## src/rtl/sqct_pkg.sv

```systemverilog
package sqct_pkg;

  localparam int TrigIterations = 16;
  localparam int CordW = 34;
  localparam int IdxW = 5;

  localparam logic signed [16:0] Deg360 = 17'sd23040;
  localparam logic signed [16:0] Deg270 = 17'sd17280;
  localparam logic signed [16:0] Deg180 = 17'sd11520;
  localparam logic signed [16:0] Deg90 = 17'sd5760;
  localparam logic signed [27:0] DegToRad = 28'sd74961321;
  localparam logic signed [CordW-1:0] CordicStart = 34'sd652032874;
  localparam logic signed [17:0] PivotOne = 18'sd32768;

  typedef enum logic [1:0] {
    CfgPivotX = 2'd0,
    CfgPivotY = 2'd1,
    CfgRectW  = 2'd2,
    CfgRectH  = 2'd3
  } cfg_reg_e;

  typedef struct packed {
    logic signed [31:0] pos_x;
    logic signed [31:0] pos_y;
    logic signed [15:0] scale_x;
    logic signed [15:0] scale_y;
    logic signed [15:0] angle_deg;
  } in_req_t;

  typedef struct packed {
    logic signed [31:0] corner0_x;
    logic signed [31:0] corner0_y;
    logic signed [31:0] corner1_x;
    logic signed [31:0] corner1_y;
    logic signed [31:0] corner2_x;
    logic signed [31:0] corner2_y;
    logic signed [31:0] corner3_x;
    logic signed [31:0] corner3_y;
  } out_res_t;

  typedef struct packed {
    logic signed [31:0] left;
    logic signed [31:0] right;
    logic signed [31:0] top;
    logic signed [31:0] bottom;
    logic signed [31:0] pos_x;
    logic signed [31:0] pos_y;
    logic               neg;
  } side_t;

  function automatic logic signed [CordW-1:0] atan_q30(input logic [IdxW-1:0] idx);
    logic signed [CordW-1:0] v;
    case (idx)
      5'd0:  v = 34'sd843314856;
      5'd1:  v = 34'sd497837829;
      5'd2:  v = 34'sd263043836;
      5'd3:  v = 34'sd133525158;
      5'd4:  v = 34'sd67021686;
      5'd5:  v = 34'sd33543515;
      5'd6:  v = 34'sd16775850;
      5'd7:  v = 34'sd8388437;
      5'd8:  v = 34'sd4194282;
      5'd9:  v = 34'sd2097149;
      5'd10: v = 34'sd1048575;
      5'd11: v = 34'sd524287;
      5'd12: v = 34'sd262143;
      5'd13: v = 34'sd131071;
      5'd14: v = 34'sd65535;
      5'd15: v = 34'sd32767;
      5'd16: v = 34'sd16383;
      5'd17: v = 34'sd8191;
      5'd18: v = 34'sd4095;
      5'd19: v = 34'sd2047;
      5'd20: v = 34'sd1023;
      5'd21: v = 34'sd511;
      5'd22: v = 34'sd255;
      5'd23: v = 34'sd127;
      default: v = '0;
    endcase
    return v;
  endfunction

  function automatic logic signed [31:0] sat32(input logic signed [37:0] v);
    logic signed [31:0] r;
    if (v > 38'sd2147483647) begin
      r = 32'sh7fffffff;
    end else if (v < -38'sd2147483648) begin
      r = 32'sh80000000;
    end else begin
      r = v[31:0];
    end
    return r;
  endfunction

  function automatic logic signed [36:0] rnd30(input logic signed [66:0] v);
    logic signed [66:0] t;
    t = (v + (67'sd1 <<< 29)) >>> 30;
    return t[36:0];
  endfunction

endpackage

```

## src/rtl/sqct_cell.sv

```systemverilog
module sqct_cell (
  input  logic                                clk_i,
  input  logic                                rst_ni,
  input  logic                                en_i,
  input  logic [sqct_pkg::IdxW-1:0]           idx_i,
  input  logic                                valid_i,
  input  logic signed [sqct_pkg::CordW-1:0]   x_i,
  input  logic signed [sqct_pkg::CordW-1:0]   y_i,
  input  logic signed [sqct_pkg::CordW-1:0]   z_i,
  input  sqct_pkg::side_t                     side_i,
  output logic                                valid_o,
  output logic signed [sqct_pkg::CordW-1:0]   x_o,
  output logic signed [sqct_pkg::CordW-1:0]   y_o,
  output logic signed [sqct_pkg::CordW-1:0]   z_o,
  output sqct_pkg::side_t                     side_o
);
  import sqct_pkg::*;

  logic                    valid_q;
  logic signed [CordW-1:0] x_q, y_q, z_q, x_d, y_d, z_d, dx, dy, ang;
  side_t                   side_q;

  always_comb begin
    dx  = y_i >>> idx_i;
    dy  = x_i >>> idx_i;
    ang = atan_q30(idx_i);
    if (!z_i[CordW-1]) begin
      x_d = x_i - dx;
      y_d = y_i + dy;
      z_d = z_i - ang;
    end else begin
      x_d = x_i + dx;
      y_d = y_i - dy;
      z_d = z_i + ang;
    end
  end

  always_ff @(posedge clk_i or negedge rst_ni) begin
    if (!rst_ni) begin
      valid_q <= 1'b0;
    end else if (en_i) begin
      valid_q <= valid_i;
    end
  end

  always_ff @(posedge clk_i) begin
    if (en_i) begin
      x_q    <= x_d;
      y_q    <= y_d;
      z_q    <= z_d;
      side_q <= side_i;
    end
  end

  assign valid_o = valid_q;
  assign x_o     = x_q;
  assign y_o     = y_q;
  assign z_o     = z_q;
  assign side_o  = side_q;

endmodule

```

## config.mk

```make
export PLATFORM = sky130hd
export DESIGN_NAME = sqct_cell
export DESIGN_NICKNAME = d
export VERILOG_FILES = /design/src/rtl/sqct_pkg.sv /design/src/rtl/sqct_cell.sv
export SDC_FILE = /design/constraint.sdc
export NUM_CORES = 1
export LEC_CHECK = 0
export ABC_CLOCK_PERIOD_IN_PS = 900
export BUFFER_PORTS_ARGS = -buffer_cell sky130_fd_sc_hd__buf_2
export CORE_AREA = 2 2 233 235
export CTS_CLUSTER_SIZE = 28
export DETAILED_ROUTE_END_ITERATION = 12
export DIE_AREA = 0 0 235 237
export SLEW_MARGIN = 0
export SYNTH_ARGS = -nofsm -noshare
export SYNTH_HDL_FRONTEND = slang
export SYNTH_SLANG_ARGS = --single-unit
```

## constraint.sdc

```tcl
create_clock -name clk_i -period 0.9 [get_ports clk_i]
set_input_delay 0.18 -clock clk_i [delete_from_list [all_inputs] [get_ports clk_i]]
set_output_delay 0.18 -clock clk_i [all_outputs]
set_load 0.03 [all_outputs]
```

Yosys cells after proc, flatten, opt, wreduce, memory -nomap -nowiden
Memory sizes are Yosys's and may differ from the RTL's.
Index checks and enable logic that the tools add are counted.
Word-level totals
  register bits after elaboration: 296
  bits in read-only memories: 960
  input port bits: 304
  output and inout port bits: 296
  logic and storage cells: 23
  memories: 1
Cells by class
  add/subtract/negate cells: 6
  shift-type cells: 2
  muxes and demuxes: 3
Memory list
  (name not given): words 32, width 30, rd ports 1, clocked after Yosys merged registers in 0, wr ports 0, RTL line sqct_pkg.sv:53  | case (idx)
Operators with widths (count)
  $add 34x34->34: 3
  $mux 34: 3
  $sub 34x34->34: 3
  $sshr 34x5->34: 2

Logic depth before layout (Yosys ltp)
  depth in word-level cells: 3
  mapped depth: 28
  gate-level depth less buffers: 23

Worst setup path before layout
OpenSTA, ideal clock, no wires.
  kind: in2reg
  start point: input port idx_i[1] (netlist bit)
  end point: register z_q[32], in the netlist z_o[32], data pin
  library setup time: 0.261 ns
  arrival: 5.648 ns
  data required time: 0.639 ns
  setup slack: -5.009 ns
  stages: 24
  path buffers: 4
  cell sequence: buf_2 inv_2 clkbuf_1 clkbuf_1 clkbuf_1 ha_1 nor2_1 a21oi_1 o221ai_1 ha_1 and4_1 or2_2 xor2_1 ha_1 a21oi_1 o21bai_1 a21o_1 a221oi_1 o22ai_1 a21oi_1 o21ai_0 o41ai_1 nor4bb_1 a311o_1
On the way
  longest elaborated chain between the ends: 3
  elaborated cells between the ends (all ways): 4
  those cells by class: add/sub (2); mux (1); memory (1)
Ends and longest elaborated chain
  start, declared: RTL line sqct_cell.sv:5  | input logic [sqct_pkg::IdxW-1:0] idx_i,
  $mem_v2 32x30 (*)
  $sub 34x34->34 / $add 34x34->34 (equally long branches): RTL line sqct_cell.sv:30, sqct_cell.sv:34
  $mux 34 (*): RTL line sqct_cell.sv:27  | if (!z_i[CordW-1]) begin
  net z_d[32]: RTL line sqct_cell.sv:20  | logic signed [CordW-1:0] x_q, y_q, z_q, x_d, y_d, z_d, dx, dy, ang;
  end signal, assigned: RTL line sqct_cell.sv:50  | z_q <= z_d;
  end, declared: RTL line sqct_cell.sv:20
Mark *: on every way through the listed nets, which the timed path passes. The rest lies on a longest branch.
A chain may end at the register's enable or synchronous reset.

Worst setup path in the final report
  start point: input port idx_i[1] (netlist bit)
  end point: register x_q[33], in the netlist x_o[33], data pin
On the way
  longest elaborated chain between the ends: 3
  elaborated cells between the ends (all ways): 4
  those cells by class: add/sub (2); shift (1); mux (1)
Ends and longest elaborated chain
  $sshr 34x5->34 (*): RTL line sqct_cell.sv:24  | dx = y_i >>> idx_i;
  $sub 34x34->34 / $add 34x34->34 (equally long branches): RTL line sqct_cell.sv:28, sqct_cell.sv:32
  $mux 34 (*): RTL line sqct_cell.sv:27
  net x_d[33]: RTL line sqct_cell.sv:20
  end signal, assigned: RTL line sqct_cell.sv:48  | x_q <= x_d;
  end, declared: RTL line sqct_cell.sv:20
Marked as above.

==> flow_results.org <==
** Outcome
- The flow ran to the end, but the final reports show violations.
- The checks that failed: hold timing, setup timing.

** Power and ir drop
- The analysis attributes to cell leakage a power of 0.0164 uW.
- Pint :: between 30000 and 40000 uW
- The clock network is responsible for 21.3% of the overall power.
- IR drop worst, VDD :: between 1 and 1.5 mV
- Net switching is between 30% and 40% of the power.
- Dividing total power by cell area gives a power density of 1700 nW/um^2.
- For this design the total switching power over the nets is roughly 23000 uW.
- Logic gate share of total power :: 49.2%
- Sequential share of power :: ~30%

** Worst setup path
- Among cell families on the critical path, the largest total delay comes from simple AND/OR/NAND/NOR gates.
- Critical path capture point type :: flip-flop
- Required time of the critical path :: 1.24 ns
- The slowest stage of the critical path is the sky130_fd_sc_hd__or3_4 cell.
- On the worst path, the slowest cell contributes a delay of 0.39 ns.
- The most numerous cell type found on the critical path is sky130_fd_sc_hd__buf_4.
- Depth of the worst register-to-register path :: 1
- Largest fanout of any net on the critical path :: 15
- The worst register-to-register path begins at valid_o.
- Data arrival time of the worst path :: 5.11 ns
- The worst setup path is launched from an input pin.
- The worst register-to-register path ends at valid_o.
- Critical Setup Path Class :: input pin to flip-flop
- The worst register-to-register path has a setup slack of 0.14 ns.
- Total buffers and inverters traversed by the critical path :: 5

** Yosys
- After synthesis, flip-flops and latches occupy 42.1% of the total area.
- Commonest register cell after synthesis :: sky130_fd_sc_hd__edfxtp_1
- Synthesis warning total :: 0
- Synthesis produced a netlist with a net count of around 2.3k.
- Post-synth ARST share :: 0.338%
- A synthesized cell averages 11.2 um^2.
- Number of unique standard cell types used by synthesis :: 92
- The mapped netlist covers 21100 um^2.
- Cells after synthesis :: 1890
- Number of synthesized flops with an enable pin :: 295
- The synthesized design contains roughly 300 register bits.

** Die
- Die X :: 235 um
- The initial utilization of the core area, before any placement, comes to about two fifths.
- 600 I/O pins were placed.
- Floorplan Core Area :: roughly 53000 um^2
- Standard-cell rows :: 85
- Total die area :: 55700 um^2
- The die is roughly 240 um tall.

** Timing
- PnR worst setup slack :: -3.87 ns
- Pins Over Slew Limit :: 0
- Fin crit period :: 4.77 ns
- Timing-limited maximum frequency :: about 210 MHz
- Unrepaired setup endpoints after global routing :: yes
- Worst slew margin :: a little over 30%
- Final hold analysis gives a worst-case slack of -0.0644 ns.
- Fin crit share :: 530%
- Setup violations remaining at the end of the flow were counted as 398.
- Pin slew with the least headroom to its limit :: 1.04 ns
- The final number of hold-violating endpoints was 1.
- Final Skew :: 0 ns

** Layout
- The finished layout holds 4236 standard cells, fillers aside.
- Area delta synth->final :: 74.6%
- In the final layout, the share of cells above drive strength 1 is around 56%.
- Layout fillers :: 3986
- In the final design database the tool counted roughly 3.9k nets.

** Clocking
- Clock tree root driver cell :: sky130_fd_sc_hd__clkbuf_16
- TritonCTS buffer count :: 31
- The later pin in the worst-skew pair is clocked with a latency of between 0.5 and 0.6 ns.
- Total number of H-tree levels :: 1
- Counting along the longest clock path gives a buffer depth of 3.
- TritonCTS built the clock tree.
- For this design, the sink count on the clock tree is between 200 and 300.
- Quantity of hold-fixing buffers added after cts :: 196
- Clock-pin slew on the worst setup and hold paths :: approximately 0.070 ns

** Routing
- The first routing iteration left around 1.6k violations.
- After detailed routing, the number of vias per cell comes to between 5 and 6.
- The count of nets left with antenna violations once routing finished came out at 0.
- After detailed routing, the average wire length per cell comes to approximately 24 um.
- In the routed design, unresolved DRC markers number 0.
- The final layout contains routed wiring with a total length of 101000 um.
- Detailed routing inserted a total of ~23k vias.
- Pre-Repair DR Iteration Count :: 5

** GRT
- Vias in the first global route :: 23.6k
- The first global-routing pass estimated 145000 um of wire.
- GRT Total Usage :: 34.1%
- For this run the aggregate overflow at the end of global routing stands at 0.
- Maximum number of pins on one net before global-route repair :: 47
- The initial antenna violation count was 10.

** Min path
- The path with the worst hold slack has its endpoint at z_o[0].
- Hold wc startpoint :: z_i[0]
- Classification of the worst-slack hold path :: input pin to flip-flop
- The worst hold path was traced through 2 stages.

** Placement
- Before CTS, the worst setup slack after placement is -4.88 ns.
- Routability-driven placement finished with a final weighted congestion of between 0.9 and 1.
- Buffers placed on the I/O ports in this run total 599.
- Placed insts :: between 3k and 4k
- Half-perimeter wire length of the detailed placement result :: between 70000 and 80000 um

** Run
- The tool flagged a number of max-cap violations equal to 0.
==> sequential cells by signal, summed over array words and instances, names as in the netlist <==
| signal | count |
|---|---|
| y_o | 34 |
| z_o | 34 |
| x_o | 34 |
| valid_o | 1 |
| side_o | 193 |
==> placed cells by master (no fill, tap or decap), types with 17 or more instances in the layout <==
cell type	netlist	routed
sky130_fd_sc_hd__ha_1	110	95
sky130_fd_sc_hd__inv_1	39	34
sky130_fd_sc_hd__mux2_2	44	40
sky130_fd_sc_hd__mux2i_1	53	47
sky130_fd_sc_hd__xor2_1	57	52
sky130_fd_sc_hd__nand3_1	29	24
sky130_fd_sc_hd__buf_4	1	799
sky130_fd_sc_hd__nor2_1	146	125
sky130_fd_sc_hd__clkbuf_16	0	33
sky130_fd_sc_hd__buf_12	1	30
sky130_fd_sc_hd__dlygate4sd3_1	0	196
sky130_fd_sc_hd__a21oi_1	149	85
sky130_fd_sc_hd__xnor2_1	107	92
sky130_fd_sc_hd__a21o_1	51	51
sky130_fd_sc_hd__buf_2	17	569
sky130_fd_sc_hd__a21oi_2	0	61
sky130_fd_sc_hd__mux4_2	79	84
sky130_fd_sc_hd__edfxtp_1	295	295
sky130_fd_sc_hd__o21ai_1	2	19
sky130_fd_sc_hd__nand2_1	119	106
sky130_fd_sc_hd__o21ai_0	96	62
sky130_fd_sc_hd__nor2b_1	26	17
sky130_fd_sc_hd__nor3_1	30	19
sky130_fd_sc_hd__o21bai_1	19	17
sky130_fd_sc_hd__o21a_1	18	18
sky130_fd_sc_hd__buf_6	11	74
sky130_fd_sc_hd__nand2b_1	19	19
==> what timing repair did <==
| action | 4_1_cts | 5_1_grt |
|---|---|---|
| pin swaps | 101 | 109 |
| resized for setup | 259 | 159 |
| hold endpoints to repair | 196 | 1 |
| gates cloned | 3 | 2 |
| setup buffers | 73 | 60 |
| endpoints found under the setup margin | 398 | 398 |
==> kinds of logic after synthesis <==
family	synth area share [%]
flops	42.1
fa+ha+maj	6.80
compound gates	16.5
buf+inv	3.15
simple gates	10.7
mux	14.0
xor+xnor	6.80
==> how the worst max path moves through the flow <==
| stage | cells past startpoint | end | from | slack (ns) |
|---|---|---|---|---|
| after floorplan | 27 | x_o[33] | idx_i[0] | -4.27 |
| after global placement | 26 | x_o[31] | idx_i[0] | -4.99 |
| after detailed placement | 22 | x_o[31] | idx_i[3] | -4.88 |
| after CTS | 24 | x_o[33] | idx_i[0] | -3.71 |
| after global routing | 23 | x_o[33] | idx_i[0] | -4.08 |
| final | 25 | x_o[33] | idx_i[1] | -3.87 |
==> layout make-up <==
class / count / area, um^2 / share of cell area [%]
inverters: 42 / 180 / 0.488
diodes: 11 / 27.5 / 0.0746
clock buffers: 36 / 795 / 2.15
multi-input cells: 1450 / 13300 / 36.1
repair buffers: 1684 / 12600 / 34.1
flip-flops and latches: 296 / 8880 / 24.1
clock inverters: 21 / 253 / 0.685
well taps: 696 / 871 / 2.36
==> per-layer routing <==
metal / routed length, um / vias up / GRT usage [%]
met5: 0 / - / 0
met4: 4840 / 0 / 14.7
met3: 7070 / 229 / 5.79
met2: 50100 / 1085 / 59.5
met1: 38600 / 11400 / 41.6
li1: - / 10600 / -
==> per-stage QoR <==
stage          instance area, um^2  total power, uW  TNS (ns)  util [%]  hold WS (ns)
2_1_floorplan                21800            32900   -315.04         -        -0.116
3_3_place_gp                 31200            44700   -432.64      58.5       -0.0432
3_5_place_dp                 31200            45000   -432.03      58.5       -0.0409
4_1_cts                      35800            60900   -411.55      67.2       -0.0858
5_1_grt                      36900            65100   -439.36      69.2       -0.0740
6_report                     36900            62600   -415.43      69.2       -0.0644
==> power by group through the flow <==
stage	sequential [uW]	combinational (uW)	clock [uW]
2_1_floorplan	22700	10200	0
3_3_place_gp	18600	26000	0
3_5_place_dp	18700	26300	0
4_1_cts	18500	28900	13500
5_1_grt	18700	32400	14100
6_report	18500	30800	13300
==> synthesized netlist by cell type, drive strengths merged (15+ instances only) <==
cell	n	area share, %
nand2b	19	0.56
nor3	32	0.81
nor2b	26	0.77
o21bai	19	0.68
inv	41	0.73
buf	47	1.4
nand3	30	0.73
and2	15	0.44
a21oi	149	3.5
and3	19	0.56
o21ai	98	2.3
edfxtp	295	42
nand2	119	2.1
a31oi	26	0.77
clkbuf	55	0.98
mux2	46	2.5
a21o	51	1.8
nor2	146	2.6
o21a	18	0.64
o22ai	17	0.50
xnor2	107	4.4
o211ai	15	0.53
mux4	84	9.0
xor2	57	2.4
ha	110	6.5
a211oi	17	0.70
mux2i	53	2.5
(Power assumes the default switching activity.)
